## config.mk

```make
export PLATFORM = sky130hd
export DESIGN_NAME = partition_fit_allocator_core_flat
export DESIGN_NICKNAME = d
export VERILOG_FILES = /design/src/rtl/core/pfa_pkg.sv /design/src/rtl/core/pfa_item_if.sv /design/src/rtl/core/pfa_result_if.sv /design/src/rtl/core/pfa_cfg_if.sv /design/src/rtl/core/partition_fit_allocator_core.sv /design/src/flat_wrapper.sv
export SDC_FILE = /design/constraint.sdc
export NUM_CORES = 1
export LEC_CHECK = 0
export BUFFER_PORTS_ARGS = -buffer_cell sky130_fd_sc_hd__buf_2
export CORE_ASPECT_RATIO = 0.75
export CORE_MARGIN = 2
export CORE_UTILIZATION = 40
export CTS_CLUSTER_DIAMETER = 120
export DETAILED_ROUTE_END_ITERATION = 10
export HOLD_SLACK_MARGIN = 0.15
export PLACE_DENSITY = 0.54
export SYNTH_ARGS = -nofsm -noshare
export SYNTH_HDL_FRONTEND = slang
export SYNTH_SLANG_ARGS = --single-unit
```

## constraint.sdc

```tcl
create_clock -name clk -period 6.7 [get_ports clk]
set_clock_uncertainty 0.1 [all_clocks]
set_input_delay 1.34 -clock clk [delete_from_list [all_inputs] [get_ports clk]]
set_output_delay 1.34 -clock clk [all_outputs]
set_load 0.05 [all_outputs]
```

## src/rtl/core/pfa_pkg.sv

```systemverilog
// Package: shared widths, command and mode codes for the partition fit allocator.
`default_nettype none
package pfa_pkg;

	localparam int unsigned SIZE_BITS   = 16;
	localparam int unsigned CMD_BITS    = 2;
	localparam int unsigned SLOT_BITS   = 4;
	localparam int unsigned BLKNUM_BITS = 5;
	localparam int unsigned COUNT_BITS  = 16;
	localparam int unsigned TOTAL_BITS  = 20;
	localparam int unsigned CFG_IDX_BITS  = 4;
	localparam int unsigned CFG_DATA_BITS = 5;

	localparam logic [TOTAL_BITS-1:0] TOTAL_MAX = '1;
	localparam logic [COUNT_BITS-1:0] COUNT_MAX = '1;

	// input commands
	localparam logic [CMD_BITS-1:0] CMD_LOAD     = 2'd0;
	localparam logic [CMD_BITS-1:0] CMD_ALLOCATE = 2'd1;
	localparam logic [CMD_BITS-1:0] CMD_REPORT   = 2'd2;
	localparam logic [CMD_BITS-1:0] CMD_RESTART  = 2'd3;

	// placement policies
	localparam logic [1:0] MODE_FIRST = 2'd0;
	localparam logic [1:0] MODE_NEXT  = 2'd1;
	localparam logic [1:0] MODE_BEST  = 2'd2;
	localparam logic [1:0] MODE_WORST = 2'd3;

	// configuration register indexes
	localparam logic [CFG_IDX_BITS-1:0] CFG_FIT_MODE    = 4'd0;
	localparam logic [CFG_IDX_BITS-1:0] CFG_BLOCK_COUNT = 4'd1;

	localparam logic [4:0] BLOCK_COUNT_RESET = 5'd16;

	// result kinds
	localparam logic RESULT_ALLOC  = 1'b0;
	localparam logic RESULT_TOTALS = 1'b1;

endpackage
`default_nettype wire

```

## src/rtl/core/pfa_item_if.sv

```systemverilog
// Interface: input item channel (command, slot, size).
`default_nettype none
interface pfa_item_if;
	logic                              valid;
	logic                              ready;
	logic [pfa_pkg::CMD_BITS-1:0]      cmd;
	logic [pfa_pkg::SLOT_BITS-1:0]     slot;
	logic [pfa_pkg::SIZE_BITS-1:0]     size;

	modport source (output valid, output cmd, output slot, output size, input ready);
	modport sink   (input valid, input cmd, input slot, input size, output ready);
endinterface
`default_nettype wire

```

## src/rtl/core/pfa_result_if.sv

```systemverilog
// Interface: result item channel (allocation result or fragmentation totals).
`default_nettype none
interface pfa_result_if;
	logic                               valid;
	logic                               ready;
	logic                               result_kind;
	logic                               granted;
	logic [pfa_pkg::BLKNUM_BITS-1:0]    block_number;
	logic [pfa_pkg::COUNT_BITS-1:0]     request_number;
	logic [pfa_pkg::SIZE_BITS-1:0]      leftover;
	logic [pfa_pkg::TOTAL_BITS-1:0]     internal_total;
	logic [pfa_pkg::TOTAL_BITS-1:0]     external_total;

	modport source (output valid, output result_kind, output granted, output block_number,
		output request_number, output leftover, output internal_total,
		output external_total, input ready);
	modport sink   (input valid, input result_kind, input granted, input block_number,
		input request_number, input leftover, input internal_total,
		input external_total, output ready);
endinterface
`default_nettype wire

```

## src/rtl/core/pfa_cfg_if.sv

```systemverilog
// Interface: configuration write channel (register index and data).
`default_nettype none
interface pfa_cfg_if;
	logic                                valid;
	logic                                ready;
	logic [pfa_pkg::CFG_IDX_BITS-1:0]    index;
	logic [pfa_pkg::CFG_DATA_BITS-1:0]   data;

	modport source (output valid, output index, output data, input ready);
	modport sink   (input valid, input index, input data, output ready);
endinterface
`default_nettype wire

```

## src/rtl/core/partition_fit_allocator_core.sv

```systemverilog
// Top level: fixed-partition allocator with first, next, best and worst fit placement.
// Load and restart transactions complete in the accept cycle and give no result.
// Allocate and report transactions scan the first n slots and then register their result,
// n being the block count register capped at SLOTS (no scan when it is zero); one size memory entry per
// cycle goes through the shared compare and add unit, the input is ready again as soon as
// the result is registered, and a result held by the receiver stalls the sequencer.
// Reset (arst_n low) clears control state, marks every slot used and loads the
// register reset values; the size memory holds no reset and needs no clearing pass.
`default_nettype none
module partition_fit_allocator_core #(
	parameter int unsigned SLOTS = 16
) (
	input  wire logic       clk,
	input  wire logic       arst_n,
	pfa_item_if.sink        item,
	pfa_result_if.source    result,
	pfa_cfg_if.sink         cfg
);

	localparam int unsigned AW = (SLOTS > 1) ? $clog2(SLOTS) : 1;
	localparam int unsigned CW = $clog2(SLOTS + 1);
	localparam int unsigned SB = pfa_pkg::SIZE_BITS;
	localparam int unsigned SW = SB + CW;
	localparam int unsigned IW = pfa_pkg::TOTAL_BITS + 1;
	localparam logic [8:0]  SLOTS_W = 9'(SLOTS);

	typedef enum logic [2:0] {
		ST_IDLE   = 3'b001,
		ST_SCAN   = 3'b010,
		ST_FINISH = 3'b100
	} state_t;

	state_t state_q;

	// configuration registers
	logic [1:0] fit_mode_q;
	logic [4:0] block_count_q;

	// allocator state
	logic [SB-1:0]                    loaded_mem [SLOTS];
	logic [SLOTS-1:0]                 used_q;
	logic [AW-1:0]                    next_ptr_q;
	logic [pfa_pkg::TOTAL_BITS-1:0]   int_sum_q;
	logic [pfa_pkg::COUNT_BITS-1:0]   req_count_q;

	// per-transaction context
	logic                             kind_q;
	logic [SB-1:0]                    req_q;
	logic [CW-1:0]                    n_q;
	logic [AW-1:0]                    start_q;
	logic [CW-1:0]                    rd_idx_q;

	// scan read stage
	logic                             issue_s1;
	logic [AW-1:0]                    idx_s1;
	logic [SB-1:0]                    rdata_s1;

	// scan accumulators
	logic                             pick_v_q;
	logic [AW-1:0]                    pick_idx_q;
	logic [SB-1:0]                    pick_size_q;
	logic                             alt_v_q;
	logic [AW-1:0]                    alt_idx_q;
	logic [SB-1:0]                    alt_size_q;
	logic [SW-1:0]                    sum_q;

	// output register
	logic                             out_valid_q;
	logic                             out_kind_q;
	logic                             out_granted_q;
	logic [pfa_pkg::BLKNUM_BITS-1:0]  out_block_q;
	logic [pfa_pkg::COUNT_BITS-1:0]   out_reqnum_q;
	logic [SB-1:0]                    out_left_q;
	logic [pfa_pkg::TOTAL_BITS-1:0]   out_int_q;
	logic [pfa_pkg::TOTAL_BITS-1:0]   out_ext_q;

	logic                             item_fire;
	logic                             out_free;
	logic [8:0]                       slot_w;
	logic                             slot_ok;
	logic [AW-1:0]                    wr_addr;
	logic [8:0]                       bc_w;
	logic [CW-1:0]                    n_new;
	logic [AW-1:0]                    start_new;
	logic                             do_issue;
	logic [AW-1:0]                    rd_addr;

	logic [SB-1:0]                    rem_s1;
	logic                             fit_s1;
	logic                             cmp_less;
	logic                             take_pick;
	logic                             take_alt;

	logic                             fin_use_alt;
	logic                             fin_v;
	logic [AW-1:0]                    fin_idx;
	logic [SB-1:0]                    fin_size;
	logic                             fin_grant;
	logic [SB-1:0]                    fin_left;
	logic [IW-1:0]                    int_add;
	logic [pfa_pkg::TOTAL_BITS-1:0]   int_next;
	logic [SW-1:0]                    ext_raw;
	logic [pfa_pkg::TOTAL_BITS-1:0]   ext_sat;
	logic [AW:0]                      blk_plus;
	logic                             finish_go;

	assign cfg.ready  = 1'b1;
	assign item.ready = (state_q == ST_IDLE);
	assign item_fire  = item.valid && item.ready;
	assign out_free   = !out_valid_q || result.ready;

	// decode load address and the slot count in use
	assign slot_w    = {5'd0, item.slot};
	assign slot_ok   = slot_w < SLOTS_W;
	assign wr_addr   = slot_w[AW-1:0];
	assign bc_w      = {4'd0, block_count_q};
	assign n_new     = (bc_w > SLOTS_W) ? CW'(SLOTS) : CW'(bc_w);
	assign start_new = ({{(CW-AW){1'b0}}, next_ptr_q} < n_new) ? next_ptr_q : '0;

	// scan issue address
	assign do_issue = (state_q == ST_SCAN) && (rd_idx_q < n_q);
	assign rd_addr  = rd_idx_q[AW-1:0];

	// shared compare unit on the entry returned by the memory
	assign rem_s1   = used_q[idx_s1] ? '0 : rdata_s1;
	assign fit_s1   = (rem_s1 != '0) && (req_q <= rem_s1);
	assign cmp_less = rem_s1 < pick_size_q;

	always_comb begin
		take_pick = 1'b0;
		take_alt  = 1'b0;
		case (fit_mode_q)
			pfa_pkg::MODE_FIRST: begin
				take_pick = fit_s1 && !pick_v_q;
			end
			pfa_pkg::MODE_NEXT: begin
				take_pick = fit_s1 && (idx_s1 >= start_q) && !pick_v_q;
				take_alt  = fit_s1 && !alt_v_q;
			end
			pfa_pkg::MODE_BEST: begin
				take_pick = fit_s1 && (!pick_v_q || cmp_less);
			end
			pfa_pkg::MODE_WORST: begin
				take_pick = fit_s1 && (!pick_v_q || !cmp_less);
			end
			default: begin
				take_pick = 1'b0;
			end
		endcase
	end

	// resolve the choice and the totals
	assign fin_use_alt = (fit_mode_q == pfa_pkg::MODE_NEXT) && !pick_v_q;
	assign fin_v       = fin_use_alt ? alt_v_q    : pick_v_q;
	assign fin_idx     = fin_use_alt ? alt_idx_q  : pick_idx_q;
	assign fin_size    = fin_use_alt ? alt_size_q : pick_size_q;
	assign fin_grant   = (kind_q == pfa_pkg::RESULT_ALLOC) && fin_v;
	assign fin_left    = fin_grant ? (fin_size - req_q) : '0;
	assign int_add     = {1'b0, int_sum_q} + IW'(fin_left);
	assign int_next    = int_add[IW-1] ? pfa_pkg::TOTAL_MAX : int_add[IW-2:0];
	assign ext_raw     = fin_grant ? (sum_q - SW'(fin_size)) : sum_q;
	assign ext_sat     = (32'(ext_raw) > 32'(pfa_pkg::TOTAL_MAX)) ? pfa_pkg::TOTAL_MAX
		: pfa_pkg::TOTAL_BITS'(ext_raw);
	assign blk_plus    = {1'b0, fin_idx} + (AW+1)'(1);
	assign finish_go   = (state_q == ST_FINISH) && out_free;

	// size memory: write on load, registered read during the scan
	always_ff @(posedge clk) begin
		if (item_fire && (item.cmd == pfa_pkg::CMD_LOAD) && slot_ok) begin
			loaded_mem[wr_addr] <= item.size;
		end
		rdata_s1 <= loaded_mem[rd_addr];
		idx_s1   <= rd_addr;
	end

	// configuration registers
	always_ff @(posedge clk or negedge arst_n) begin
		if (!arst_n) begin
			fit_mode_q    <= pfa_pkg::MODE_FIRST;
			block_count_q <= pfa_pkg::BLOCK_COUNT_RESET;
		end else if (cfg.valid && cfg.ready) begin
			if (cfg.index == pfa_pkg::CFG_FIT_MODE) begin
				fit_mode_q <= cfg.data[1:0];
			end else if (cfg.index == pfa_pkg::CFG_BLOCK_COUNT) begin
				block_count_q <= cfg.data;
			end
		end
	end

	// sequencer, slot state and totals
	always_ff @(posedge clk or negedge arst_n) begin
		if (!arst_n) begin
			state_q     <= ST_IDLE;
			used_q      <= '1;
			next_ptr_q  <= '0;
			int_sum_q   <= '0;
			req_count_q <= '0;
			issue_s1    <= 1'b0;
			rd_idx_q    <= '0;
			pick_v_q    <= 1'b0;
			alt_v_q     <= 1'b0;
		end else begin
			issue_s1 <= do_issue;
			case (state_q)
				ST_IDLE: begin
					if (item_fire) begin
						case (item.cmd)
							pfa_pkg::CMD_LOAD: begin
								if (slot_ok) begin
									used_q[wr_addr] <= 1'b0;
								end
							end
							pfa_pkg::CMD_RESTART: begin
								used_q      <= '0;
								next_ptr_q  <= '0;
								int_sum_q   <= '0;
								req_count_q <= '0;
							end
							pfa_pkg::CMD_ALLOCATE, pfa_pkg::CMD_REPORT: begin
								if (item.cmd == pfa_pkg::CMD_ALLOCATE &&
									req_count_q != pfa_pkg::COUNT_MAX) begin
									req_count_q <= req_count_q + pfa_pkg::COUNT_BITS'(1);
								end
								rd_idx_q <= '0;
								pick_v_q <= 1'b0;
								alt_v_q  <= 1'b0;
								state_q  <= (n_new == '0) ? ST_FINISH : ST_SCAN;
							end
							default: begin
								state_q <= ST_IDLE;
							end
						endcase
					end
				end
				ST_SCAN: begin
					if (do_issue) begin
						rd_idx_q <= rd_idx_q + CW'(1);
					end
					if (issue_s1) begin
						if (take_pick) begin
							pick_v_q <= 1'b1;
						end
						if (take_alt) begin
							alt_v_q <= 1'b1;
						end
					end
					if (!do_issue && !issue_s1) begin
						state_q <= ST_FINISH;
					end
				end
				ST_FINISH: begin
					if (out_free) begin
						if (fin_grant) begin
							used_q[fin_idx] <= 1'b1;
							int_sum_q       <= int_next;
							if (fit_mode_q == pfa_pkg::MODE_NEXT) begin
								next_ptr_q <= fin_idx;
							end
						end
						state_q <= ST_IDLE;
					end
				end
				default: begin
					state_q <= ST_IDLE;
				end
			endcase
		end
	end

	// transaction context and scan payload
	always_ff @(posedge clk) begin
		if (item_fire) begin
			kind_q  <= (item.cmd == pfa_pkg::CMD_REPORT) ? pfa_pkg::RESULT_TOTALS
				: pfa_pkg::RESULT_ALLOC;
			req_q   <= item.size;
			n_q     <= n_new;
			start_q <= start_new;
			sum_q   <= '0;
		end else if ((state_q == ST_SCAN) && issue_s1) begin
			sum_q <= sum_q + SW'(rem_s1);
			if (take_pick) begin
				pick_idx_q  <= idx_s1;
				pick_size_q <= rem_s1;
			end
			if (take_alt) begin
				alt_idx_q  <= idx_s1;
				alt_size_q <= rem_s1;
			end
		end
	end

	// output register: hold until taken
	always_ff @(posedge clk or negedge arst_n) begin
		if (!arst_n) begin
			out_valid_q <= 1'b0;
		end else if (finish_go) begin
			out_valid_q <= 1'b1;
		end else if (result.ready) begin
			out_valid_q <= 1'b0;
		end
	end

	always_ff @(posedge clk) begin
		if (finish_go) begin
			out_kind_q    <= kind_q;
			out_granted_q <= fin_grant;
			out_block_q   <= fin_grant ? pfa_pkg::BLKNUM_BITS'(blk_plus) : '0;
			out_reqnum_q  <= req_count_q;
			out_left_q    <= fin_left;
			out_int_q     <= fin_grant ? int_next : int_sum_q;
			out_ext_q     <= ext_sat;
		end
	end

	assign result.valid          = out_valid_q;
	assign result.result_kind    = out_kind_q;
	assign result.granted        = out_granted_q;
	assign result.block_number   = out_block_q;
	assign result.request_number = out_reqnum_q;
	assign result.leftover       = out_left_q;
	assign result.internal_total = out_int_q;
	assign result.external_total = out_ext_q;

	// checks
	a_issue_in_scan: assert property (@(posedge clk) disable iff (!arst_n)
		issue_s1 |-> state_q == ST_SCAN)
		else $error("scan read returned outside the scan");

	a_scan_bound: assert property (@(posedge clk) disable iff (!arst_n)
		state_q == ST_SCAN |-> rd_idx_q <= n_q)
		else $error("scan index ran past the slots in use");

	a_grant_marks_used: assert property (@(posedge clk) disable iff (!arst_n)
		finish_go && fin_grant |=> used_q[$past(fin_idx)])
		else $error("granted slot not marked used");

	a_grant_block: assert property (@(posedge clk) disable iff (!arst_n)
		finish_go |=> (out_granted_q == (out_block_q != '0)) || (SLOTS > 31))
		else $error("block number disagrees with grant");

	a_totals_no_grant: assert property (@(posedge clk) disable iff (!arst_n)
		finish_go && (kind_q == pfa_pkg::RESULT_TOTALS) |=> !out_granted_q &&
			out_left_q == '0)
		else $error("totals result carries an allocation");

endmodule
`default_nettype wire
```

## src/flat_wrapper.sv

```systemverilog
// flat-port wrapper written by rule: the top's interface ports become plain ports
module partition_fit_allocator_core_flat 
#(
	parameter int unsigned SLOTS = 16
)
  (clk, arst_n, item_valid, item_cmd, item_slot, item_size, item_ready, result_valid, result_result_kind, result_granted, result_block_number, result_request_number, result_leftover, result_internal_total, result_external_total, result_ready, cfg_valid, cfg_index, cfg_data, cfg_ready);
  pfa_item_if item_i ();
  pfa_result_if result_i ();
  pfa_cfg_if cfg_i ();
  input  wire logic clk;
  input  wire logic arst_n;
  input wire logic [$bits(item_i.valid)-1:0] item_valid;
  input wire logic [$bits(item_i.cmd)-1:0] item_cmd;
  input wire logic [$bits(item_i.slot)-1:0] item_slot;
  input wire logic [$bits(item_i.size)-1:0] item_size;
  output wire logic [$bits(item_i.ready)-1:0] item_ready;
  output wire logic [$bits(result_i.valid)-1:0] result_valid;
  output wire logic [$bits(result_i.result_kind)-1:0] result_result_kind;
  output wire logic [$bits(result_i.granted)-1:0] result_granted;
  output wire logic [$bits(result_i.block_number)-1:0] result_block_number;
  output wire logic [$bits(result_i.request_number)-1:0] result_request_number;
  output wire logic [$bits(result_i.leftover)-1:0] result_leftover;
  output wire logic [$bits(result_i.internal_total)-1:0] result_internal_total;
  output wire logic [$bits(result_i.external_total)-1:0] result_external_total;
  input wire logic [$bits(result_i.ready)-1:0] result_ready;
  input wire logic [$bits(cfg_i.valid)-1:0] cfg_valid;
  input wire logic [$bits(cfg_i.index)-1:0] cfg_index;
  input wire logic [$bits(cfg_i.data)-1:0] cfg_data;
  output wire logic [$bits(cfg_i.ready)-1:0] cfg_ready;
  assign item_i.valid = item_valid;
  assign item_i.cmd = item_cmd;
  assign item_i.slot = item_slot;
  assign item_i.size = item_size;
  assign item_ready = item_i.ready;
  assign result_valid = result_i.valid;
  assign result_result_kind = result_i.result_kind;
  assign result_granted = result_i.granted;
  assign result_block_number = result_i.block_number;
  assign result_request_number = result_i.request_number;
  assign result_leftover = result_i.leftover;
  assign result_internal_total = result_i.internal_total;
  assign result_external_total = result_i.external_total;
  assign result_i.ready = result_ready;
  assign cfg_i.valid = cfg_valid;
  assign cfg_i.index = cfg_index;
  assign cfg_i.data = cfg_data;
  assign cfg_ready = cfg_i.ready;
  partition_fit_allocator_core #(.SLOTS(SLOTS)) u_core (.clk(clk), .arst_n(arst_n), .item(item_i), .result(result_i), .cfg(cfg_i));
endmodule
```

==> metrics.md, run 1 <==
| Metric | Value |
|---|---|
| DR vias/cell | `approximately 5.4` |
| Mapped Nets | `1894` |
| R2R depth | `25` |
| Number of port buffers | `116` |
| Synth cell types | `83` |
| Status | `completed` |
| Slew Limit Fails | `0` |
| CTS Hold Bufs | `0` |
| R2R Setup Slk | `0.67 ns` |
| Min Tclk post-route | `between 6 and 7 ns` |
| WL per Instance | `21.7 µm` |
| Crit path top cell by count | `a21oi_1` |
| Starting density of the core | `0.404` |
| CTS Buffer Depth | `3` |
| Relative slew slack | `0.268` |
| Critical Path RT | `just over 7 ns` |
| Setup-failing EPs final | `0` |
| Initial drt markers | `1354` |
| Synth Flop Type | `edfxtp_1` |
| Hold/Removal Path Class | `reg -> reg` |
| Leak Pwr | `approximately 10 nW` |
| Die Height | `215 µm` |
| Fin crit share | `0.901` |
| Hold Startpoint | `u_core.kind_q` |
| Post-Syn Area per Cell | `13.7 µm²` |
| Post-synthesis sequential area ratio | `0.619` |
| Synth Instances | `1739` |
| DIE WIDTH | `286 µm` |
| RSZ-0062 raised after global routing | `no` |
| Placed cell areas | `25500 µm²` |
| Hold path cells | `0` |
| Post-synth top area share | `0.505` |
| Crit path DAT | `6.44 ns` |
| Design area | `27300 µm²` |
| Combinational share of power | `0.259` |
| Total grt overflow | `0` |
| # diodes | `0` |
| Achievable Freq | `0.166 GHz` |
| Largest net degree at the start of global routing | `76` |
| # placed instances | `2623` |
| Final hold viol count | `0` |
| Pwr dens | `between 300 and 400 nW/µm²` |
| Vias in the first global route | `~15000` |
| Delay-heaviest family, CP | `simple AND/OR/NAND/NOR gates` |
| WL final | `59000 µm` |
| CTS tree | `yes` |
| Via count | `14766` |
| Peak supply drop | `0.000183 V` |
| Buf/Inv on CP | `3` |
| # Max-Cap Violations | `0` |
| GRT Overall Usage | `0.194` |
| Clk root buf | `clkbuf_16` |
| Critical path's slowest cell | `or4_1` |
| Post-route insts no fill | `around 2700` |
| Pint | `6.57 mW` |
| Clk_lat worst skew | `0.60 ns` |
| Post-route antenna net violation count | `0` |
| Ys async rst share | `0.145` |
| Clock power frac | `0.326` |
| H-tree levels | `2` |
| Seq pwr share | `0.415` |
| Num ports | `118` |
| Clock Pin Slew Worst Setup and Hold Paths | `0.06 ns` |
| Seq cells post-synth | `517` |
| Post-layout power | `9.50 mW` |
| Synth cell count leaders | `edfxtp_1, nand2_1, nor2_1` |
| Routability cong. | `approximately 0.86` |
| Sw Share | `0.309` |
| Mapped cell area | `23800 µm²` |
| Most frequent cell after synthesis | `edfxtp_1` |
| RR Endpoint | `u_core.int_sum_q[17]` |
| Share of layout cells above drive strength 1 | `0.205` |
| Post-DP HPWL | `39900 µm` |
| # Post-CTS Setup Buffers | `0` |
| Delay of the slowest critical-path stage | `0.61 ns` |
| Layout area overhead | `14.7%` |
| Hold Path End | `u_core.result.result_kind` |
| Synthesis Warnings | `0` |
| CP Capture Type | `flop` |
| Core box area | `59000 µm²` |
| Nets@finish | `2042` |
| NetSw | `2.93 mW` |
| Number of CTS-inserted buffers | `52` |
| Dominant cells by area after synthesis | `edfxtp_1, mux4_2, ha_1` |
| Initial antenna violation count | `1` |
| Setup TNS | `0 ns` |
| CP Max Fanout | `14` |
| DR DRC count | `0` |
| Global-route wire length before repair | `between 90000 and 100000 µm` |
| Worst Setup Path Type | `reg -> reg` |
| Worst Setup Start Kind | `flop` |
| Yosys top cell by area | `edfxtp_1` |
| Die area | `~62000 µm²` |
| Row count | `77` |
| Post-synth EDFFs | `401` |
| DR pass1 iterations | `5` |
| Sink Count | `517` |
| Tightest Pin Transition | `between 1 and 1.5 ns` |
| Critical R2R Launch | `u_core.fit_mode_q[1]` |
timing repair:
| action | 4_1_cts | 5_1_grt |
|---|---|---|
| hold endpoints to repair | 0 | 0 |
| resized for setup | 0 | 2 |
| endpoints found under the setup margin | 0 | 1 |
worst max path at each step:
stage,startpoint,end,cells past startpoint
final,u_core.fit_mode_q[1],u_core.int_sum_q[17],25
after global routing,u_core.fit_mode_q[1],u_core.int_sum_q[15],23
after CTS,u_core.fit_mode_q[0],u_core.int_sum_q[15],21
after detailed placement,u_core.fit_mode_q[0],u_core.int_sum_q[15],21
after global placement,u_core.fit_mode_q[1],u_core.int_sum_q[15],22
after floorplan,u_core.fit_mode_q[1],u_core.int_sum_q[17],25
metrics by stage:
step	hold WS [ns]	util	worst slack (ns)
final	0.392	0.464	0.665
after global routing	0.407	0.464	0.196
after CTS	0.391	0.464	0.487
after detailed placement	0.376	0.432	0.509
after global placement	0.377	0.432	0.739
after floorplan	0.272	-	0.853
power by group through the flow:
stage | registers (mW) | logic, mW | clock network [mW]
floorplan | 3.93 | 1.78 | 0
global placement | 4.01 | 2.41 | 0
detailed placement | 4.01 | 2.45 | 0
CTS | 3.94 | 2.46 | 3.18
global route | 3.97 | 2.72 | 3.30
finish | 3.94 | 2.46 | 3.10
kinds of logic (layout without fill, tap and decap cells):
logic type / count (synthesis) / count (layout) / synth area share
DFF: 517 / 517 / 0.619
and+or+nand+nor: 429 / 429 / 0.0843
AOI/OAI and AO/OA: 336 / 336 / 0.0909
buffers and inverters: 162 / 354 / 0.0263
adders and majority gates: 119 / 119 / 0.0637
muxes: 104 / 104 / 0.0892
xor gates and xnor gates: 71 / 71 / 0.0261
other: 1 / 1 / 0.000157
sequential cells by signal (all words and copies together), names as in the netlist, 16 cells and up:
register	cells
u_core.pick_size_q	16
u_core.int_sum_q	20
u_core.result.request_number	16
u_core.result.leftover	16
u_core.req_count_q	16
u_core.loaded_mem	256
u_core.rdata_s1	16
u_core.sum_q	21
u_core.result.internal_total	20
u_core.req_q	16
u_core.used_q	16
u_core.alt_size_q	16
u_core.result.external_total	20
layout by cell type, fill, tap and decap left out, types with 10 or more instances in the layout:
cell type | Yosys | routed
and3_1 | 12 | 12
a21o_1 | 30 | 30
nand4_1 | 17 | 17
dfstp_2 | 18 | 18
dfxtp_1 | 41 | 41
inv_1 | 102 | 101
ha_1 | 115 | 115
nor2_2 | 1 | 14
mux4_2 | 82 | 82
xnor2_1 | 32 | 32
nor4_1 | 10 | 10
nand3_1 | 27 | 27
o211ai_1 | 16 | 16
buf_4 | 2 | 35
a31oi_1 | 25 | 25
a22o_1 | 14 | 14
nand2b_1 | 23 | 23
o21ai_0 | 85 | 84
nand2_1 | 140 | 140
clkinv_2 | 0 | 11
xor2_1 | 39 | 39
dfrtp_1 | 57 | 55
nor2b_1 | 20 | 20
nor2_1 | 116 | 103
nor3_1 | 26 | 21
buf_2 | 4 | 115
o21a_1 | 14 | 14
o21ai_1 | 10 | 11
a21oi_1 | 85 | 85
clkbuf_16 | 0 | 54
clkbuf_1 | 43 | 10
mux2i_1 | 10 | 10
edfxtp_1 | 401 | 401
worst register-to-register path, delay by kind of cell, from the launching register on:
family	cells	cell delay [ns]
buf+inv	3	0.51
simple gates	9	1.93
xor+xnor	1	0.14
flops	1	0.40
fa+ha+maj	3	1.02
compound gates	8	1.55
mux	1	0.29
area by class of cell:
| type | count | area (µm²) |
|---|---|---|
| Fill cell | 5240 | 31600 |
| Sequential cell | 517 | 14800 |
| Multi-Input combinational cell | 1060 | 8510 |
| Clock buffer | 73 | 1510 |
| Tap cell | 790 | 988 |
| Timing Repair Buffer | 150 | 838 |
| Inverter | 106 | 400 |
| Clock inverter | 25 | 318 |
layer usage:
metal,up-vias,GRT usage,share of wire
met5,-,0,0
met4,0,0.0450,0.017
met3,68,0.0301,0.059
met2,369,0.289,0.44
met1,7461,0.299,0.49
li1,6868,-,-
No activity file was read; power rests on OpenSTA's default activity.
==> run 2, diff against run 1 <==
Settings changed: CORE_UTILIZATION 40 to 30, CTS_CLUSTER_DIAMETER 120 to not set, PLACE_DENSITY 0.54 to 0.43.
Clock period 6.7 ns to 7.44 ns, I/O delays scaled along.
==> run 2 against run 1 <==
Against the previous run: setup slack improved by 0.47 ns; cell area rose by 1.3%; critical endpoint is now u_core.int_sum_q[15]; power fell by 8.9%; sequential share of layout area fell by 0.68 points; first-iteration DRC count fell by 21%; combinational power fell by 9.8%; critical path type unchanged; routed wire length rose by 7.0%; hold slack improved by 0.0017 ns; fmax fell by 4.3%; final cell count rose by 9.5%; largest cell class unchanged.
==> metrics.md, run 2 (synthesis gave the netlist of run 1 again) <==
| Metric | Value |
|---|---|
| Post-cts sizing count | `0 (unchanged)` |
| Hold Path End | `u_core.next_ptr_q[0]` |
| Largest register FFs | `256 (unchanged)` |
| Hold path cells | `2 (+2)` |
| Critical Path RT | `7.84 ns (+0.73 ns)` |
| CP Max Fanout | `16 (+2)` |
| DR vias/cell | `4.91 (-9.6%)` |
| Worst Setup Path Type | `reg -> reg` |
| Starting density of the core | `0.303 (-0.101)` |
| Sequential cell area | `14800 µm² (unchanged)` |
| Final hold viol count | `0 (unchanged)` |
| Fin crit share | `0.847 (-0.0534)` |
| Commonest non-fill, non-tap cell in the layout | `edfxtp_1` |
| Register bank with the most flops | `u_core.loaded_mem` |
| Largest net degree at the start of global routing | `76 (unchanged)` |
| Multi-input combinational cell area | `8520 µm² (+0.13%)` |
| Achievable Freq | `0.159 GHz (-4.3%)` |
| Critical R2R Launch | `u_core.fit_mode_q[1]` |
| Sink Count | `517 (unchanged)` |
| DR DRC count | `0 (unchanged)` |
| Vias in the first global route | `14595 (-1.5%)` |
| Min Tclk post-route | `6.30 ns (+0.269 ns)` |
| Setup TNS | `0 ns (unchanged)` |
| Initial drt markers | `1072 (-21%)` |
| Hold/Removal Path Class | `reg -> reg` |
| Global-route wire length before repair | `93900 µm (+3.3%)` |
| Die area | `81800 µm² (+33%)` |
| CTS tree | `yes` |
| Relative slew slack | `0.288 (+0.0198)` |
| Worst Setup Start Kind | `flop` |
| Total grt overflow | `0 (unchanged)` |
| Placed cell areas | `25800 µm² (+1.2%)` |
| Clock power frac | `0.331 (+0.005)` |
| Peak supply drop | `0.000178 V (-2.7%)` |
| Row count | `89 (+16%)` |
| R2R Setup Slk | `1.14 ns (+0.47 ns)` |
| CTS Buffer Depth | `3 (unchanged)` |
| NetSw | `2.72 mW (-7.3%)` |
| Pwr dens | `313 nW/µm² (-10%)` |
| Nets@finish | `2040 (-0.098%)` |
| CTS Hold Bufs | `0 (unchanged)` |
| R2R depth | `20 (-20%)` |
| Setup-failing EPs final | `0 (unchanged)` |
| Hold Startpoint | `u_core.next_ptr_q[0]` |
| Initial antenna violation count | `4 (+3)` |
| DIE WIDTH | `329 µm (+15%)` |
| Filler cells | `7640 (+46%)` |
| Post-DP HPWL | `43100 µm (+8.0%)` |
| Slew Limit Fails | `0 (unchanged)` |
| Clock Pin Slew Worst Setup and Hold Paths | `0.06 ns (about the same)` |
| CP Capture Type | `flop` |
| Routability cong. | `0.820 (-4.3%)` |
| Clk root buf | `clkbuf_16` |
| Sw Share | `0.314 (+0.00529)` |
| H-tree levels | `2 (unchanged)` |
| Clk_lat worst skew | `0.62 ns (+0.02 ns)` |
| Post-route antenna net violation count | `0 (unchanged)` |
| Share of layout cells above drive strength 1 | `0.200 (-0.00476)` |
| RR Endpoint | `u_core.int_sum_q[15]` |
| Number of port buffers | `116 (unchanged)` |
| Die Height | `248 µm (+15%)` |
| RSZ-0062 raised after global routing | `no` |
| Crit path DAT | `6.70 ns (+0.26 ns)` |
| WL final | `63200 µm (+7.0%)` |
| Tightest Pin Transition | `1.07 ns (-0.0297 ns)` |
| Core box area | `78600 µm² (+33%)` |
| Status | `completed` |
| Seq pwr share | `0.413 (-0.002)` |
| Largest regs | `u_core.loaded_mem: 256 flops, u_core.sum_q: 21 flops` |
| WHS | `0.394 ns (+0.00170 ns)` |
| Leak Pwr | `10.3 nW (-0.12%)` |
| Combinational share of power | `0.256 (-0.003)` |
| Pint | `5.94 mW (-9.6%)` |
| Num ports | `118 (unchanged)` |
| Layout area overhead | `16.1%` |
| Commonest non-fill, non-tap cells in the layout | `edfxtp_1, nand2_1, ha_1, buf_2, nor2_1` |
| Setup crit start | `u_core.fit_mode_q[1]` |
| Number of CTS-inserted buffers | `55 (+5.8%)` |
| GRT Overall Usage | `0.155 (-0.0396)` |
| Via count | `14614 (-1.0%)` |
| DR pass1 iterations | `6 (+1)` |
| Design area | `27700 µm² (+1.3%)` |
| WL per Instance | `21.2 µm (-2.2%)` |
| # Post-CTS Setup Buffers | `0 (unchanged)` |
| # Max-Cap Violations | `0 (unchanged)` |
run 2: changes by cell type in the layout (fill, tap and decap cells not counted), moves of 2 or more:
cell / previous run / this run
clkinv_1: 3 / 13
clkbuf_8: 9 / 3
buf_4: 35 / 30
clkbuf_16: 54 / 58
nor2_2: 14 / 11
nor2_4: 0 / 3
clkinv_2: 11 / 9
run 2: cell type report:
type	instances	share of cell area
clock buffers	70	0.0551
diodes	1	0.0000904
clock inverters	34	0.0129
repair buffers	145	0.0289
multi-input cells	1060	0.308
well taps	1046	0.0473
flip-flops and latches	517	0.533
inverters	106	0.0145
run 2: routing by layer:
metal	up-vias	routed length, µm	GRT usage
met4	0	1120	0.0360
li1	6863	-	-
met2	316	26800	0.225
met1	7349	32100	0.236
met5	-	0	0
met3	86	3200	0.0287
run 2: worst max-delay path by stage:
stage                           end
2_1_floorplan  u_core.int_sum_q[17]
3_3_place_gp   u_core.int_sum_q[15]
3_5_place_dp   u_core.int_sum_q[15]
4_1_cts        u_core.int_sum_q[15]
5_1_grt        u_core.int_sum_q[15]
6_report       u_core.int_sum_q[15]
run 2: worst max-delay path, stage by stage, from the launching register on:
cell	delay, ns
dfrtp_1	0.41
nand2b_1	0.22
nor2_2	0.53
o21ai_0	0.46
ha_1	0.40
nor2b_1	0.13
o21a_1	0.18
o21a_1	0.20
a221o_1	0.38
a311o_1	0.30
a21oi_1	0.22
xor2_1	0.17
nor2_1	0.07
ha_1	0.41
a21o_1	0.14
a21oi_1	0.08
o221a_2	0.29
or4_1	0.76
nand2_1	0.29
nor2_1	0.10
a2111oi_0	0.34
run 2: through the flow:
stage,util,power (mW),cells,setup slack [ns]
finish,0.352,8.66,2979,1.14
global route,0.352,9.13,2978,0.671
CTS,0.352,8.77,2978,1.14
detailed placement,0.328,5.86,2874,1.17
global placement,0.328,5.84,2874,1.28
floorplan,-,5.14,1739,1.59
run 2: power groups by stage:
| stage | registers [mW] | clock network, mW | logic [mW] |
|---|---|---|---|
| after global routing | 3.60 | 3.06 | 2.47 |
| after global placement | 3.64 | 0 | 2.20 |
| final | 3.57 | 2.87 | 2.22 |
| after floorplan | 3.54 | 0 | 1.60 |
| after detailed placement | 3.63 | 0 | 2.23 |
| after CTS | 3.58 | 2.95 | 2.24 |
==> run 3, diff against run 2 <==
Clock period 7.44 ns to 6.5 ns, I/O delays scaled along.
==> run 3 against run 2 <==
Against the previous run: critical path depth rose by 2; cell area barely moved; final cell count barely moved; register-to-register slack got worse by 0.50 ns; via count barely moved; critical endpoint unchanged; largest cell class unchanged.
==> metrics.md, run 3 (synthesis gave the netlist of run 1 again) <==
| Metric | Value |
|---|---|
| DR DRC count | `0 (unchanged)` |
| Worst Setup Path Type | `reg -> reg` |
| # Max-Cap Violations | `0 (unchanged)` |
| Row count | `89 (unchanged)` |
| Combinational share of power | `0.256 (about the same)` |
| Crit-path cells | `nand2b_1, nor2_2, mux2i_1, ha_1, inv_1, fa_1, a21o_1, a21oi_1, o21ai_0, a21oi_1, xor2_1, nor2_1, ha_1, o21ai_1, a21oi_1, nor2b_1, a21oi_1, or4_1, buf_4, nand2_1, nor2_1, a2111oi_0` |
| Placed cell areas | `25800 µm² (about the same)` |
| GRT Overall Usage | `0.154 (-0.000797)` |
| Post-route insts no fill | `2980 (+0.034%)` |
| Post-route antenna net violation count | `0 (unchanged)` |
| Delay of the slowest critical-path stage | `0.49 ns (-0.27 ns)` |
| Largest net degree at the start of global routing | `76 (unchanged)` |
| CP Max Fanout | `12 (-4)` |
| WL per Instance | `21.0 µm (-1.1%)` |
| Critical R2R Launch | `u_core.fit_mode_q[1]` |
| Core box area | `78600 µm² (unchanged)` |
| Tightest Pin Transition | `1.15 ns (+0.0775 ns)` |
| Layout area overhead | `16.2% (about the same)` |
| Die Height | `248 µm (unchanged)` |
| WL final | `62500 µm (-1.1%)` |
| Sw Share | `0.315 (+0.00100)` |
| Total grt overflow | `0 (unchanged)` |
| Pint | `6.73 mW (+13%)` |
| CTS Buffer Depth | `3 (unchanged)` |
| Achievable Freq | `0.171 GHz (+7.5%)` |
| Commonest non-fill, non-tap cells in the layout | `edfxtp_1, nand2_1, ha_1, buf_2, nor2_1` |
| Number of port buffers | `116 (unchanged)` |
| DR pass1 iterations | `5 (-1)` |
| CTS tree | `yes` |
| Number of CTS-inserted buffers | `54 (-1.8%)` |
| Peak supply drop | `0.000201 V (+13%)` |
| # Post-CTS Setup Buffers | `0 (unchanged)` |
| Clock power frac | `0.328 (-0.003)` |
| Relative slew slack | `0.229 (-0.0587)` |
| Critical Path RT | `6.88 ns (-0.96 ns)` |
| Slew Limit Fails | `0 (unchanged)` |
| Worst Setup Start Kind | `flop` |
| Via count | `14601 (-0.089%)` |
| Fin crit share | `0.902 (+0.0550)` |
| Commonest non-fill, non-tap cell in the layout | `edfxtp_1` |
| Setup crit start | `u_core.fit_mode_q[1]` |
| Routability cong. | `0.825 (+0.66%)` |
| Setup TNS | `0 ns (unchanged)` |
| Setup-failing EPs final | `0 (unchanged)` |
| Largest regs | `u_core.loaded_mem: 256 flops, u_core.sum_q: 21 flops` |
| WHS | `0.398 ns (+0.00350 ns)` |
| Clk_lat worst skew | `0.63 ns (about the same)` |
| Post-DP HPWL | `43100 µm (about the same)` |
| CTS Hold Bufs | `0 (unchanged)` |
| Starting density of the core | `0.303 (unchanged)` |
| Leak Pwr | `10.3 nW (about the same)` |
| Initial antenna violation count | `1 (-3)` |
| Finished Core Util | `0.352 (about the same)` |
| Register bank with the most flops | `u_core.loaded_mem` |
| R2R Setup Slk | `0.63 ns (-0.50 ns)` |
| CP Capture Type | `flop` |
| Design area | `27700 µm² (about the same)` |
| Min Tclk post-route | `5.87 ns (-0.439 ns)` |
| Sink Count | `517 (unchanged)` |
| Share of layout cells above drive strength 1 | `0.204 (+0.00455)` |
| Crit path DAT | `6.25 ns (-0.45 ns)` |
| Clk root buf | `clkbuf_16` |
| DR vias/cell | `4.90 (-0.12%)` |
| Status | `completed` |
| NetSw | `3.10 mW (+14%)` |
| Initial drt markers | `1115 (+4.0%)` |
| Crit path top cell by count | `a21oi_1` |
| Die area | `81800 µm² (unchanged)` |
| Hold/Removal Path Class | `reg -> reg` |
| Final hold viol count | `0 (unchanged)` |
| DIE WIDTH | `329 µm (unchanged)` |
| Post-cts sizing count | `0 (unchanged)` |
| # placed instances | `2877 (+0.10%)` |
| Critical path's slowest cell | `or4_1` |
| Pwr dens | `355 nW/µm² (+14%)` |
| Seq pwr share | `0.415 (+0.002)` |
| Num ports | `118 (unchanged)` |
| Global-route wire length before repair | `93600 µm (-0.32%)` |
| H-tree levels | `2 (unchanged)` |
| Hold Startpoint | `u_core.used_q[1]` |
| Nets@finish | `2042 (+0.098%)` |
| Vias in the first global route | `14602 (+0.048%)` |
| Largest register FFs | `256 (unchanged)` |
| Clock Pin Slew Worst Setup and Hold Paths | `0.06 ns (about the same)` |
| Filler cells | `7671 (+0.41%)` |
| RSZ-0062 raised after global routing | `no` |
[run 3: cell types whose count changed in the layout (fill, tap and decap cells not counted), sizes merged]
| cell | previous run | this run |
|---|---|---|
| clkinv | 23 | 18 |
| clkbuf | 70 | 74 |
| buf | 145 | 148 |
| bufinv | 7 | 5 |
| clkinvlp | 2 | 4 |
| inv | 108 | 107 |
[run 3: area by class of cell]
type / instances / area [µm²] / area share
Sequential cell: 517 / 14800 / 0.533
Clock buffer: 74 / 1550 / 0.0559
Timing Repair Buffer: 148 / 823 / 0.0297
Inverter: 106 / 400 / 0.0145
Multi-Input combinational cell: 1060 / 8520 / 0.308
Tap cell: 1046 / 1310 / 0.0473
Clock inverter: 28 / 320 / 0.0116
Antenna cell: 1 / 2.50 / 0.0000904
[run 3: path summary, 6_finish.rpt]
check | depth (start not counted) | to
setup / recovery | 22 | u_core.int_sum_q[15]
hold / removal | 2 | u_core.used_q[1]
setup reg to reg | 22 | u_core.int_sum_q[15]
hold reg to reg | 2 | u_core.used_q[1]
max in group asynchronous | 1 | u_core.rd_idx_q[0]
min in group asynchronous | 1 | u_core.int_sum_q[11]
[run 3: through the flow]
stage	worst slack, ns	total power, mW
global route	0.0583	10.4
finish	0.635	9.83
global placement	0.816	6.68
CTS	0.658	9.98
floorplan	0.653	5.89
detailed placement	0.699	6.70
[run 3: power groups by stage]
stage          combinational, mW  clock [mW]  sequential, mW
2_1_floorplan               1.83           0            4.05
3_3_place_gp                2.52           0            4.16
3_5_place_dp                2.54           0            4.16
4_1_cts                     2.55        3.33            4.09
5_1_grt                     2.82        3.46            4.12
6_report                    2.52        3.23            4.08
[run 3: critical path: cells and delay by family (launching register included)]
family                   cells  cell delay [ns]
buffers and inverters        2             0.26
AO/OA/AOI/OAI                8             1.72
multiplexers                 1             0.32
AND/OR/NAND/NOR              7             1.79
XOR/XNOR                     1             0.17
adder cells (fa/ha/maj)      3             0.97
flip-flops                   1             0.40
[run 3: metal layers]
| metal | routed length [µm] | global-route usage | share of wire | vias to the layer above |
|---|---|---|---|---|
| met5 | 0 | 0 | 0 | - |
| met1 | 32000 | 0.236 | 0.51 | 7366 |
| met3 | 2860 | 0.0259 | 0.046 | 65 |
| li1 | - | - | - | 6863 |
| met2 | 26700 | 0.225 | 0.43 | 307 |
| met4 | 1010 | 0.0353 | 0.016 | 0 |
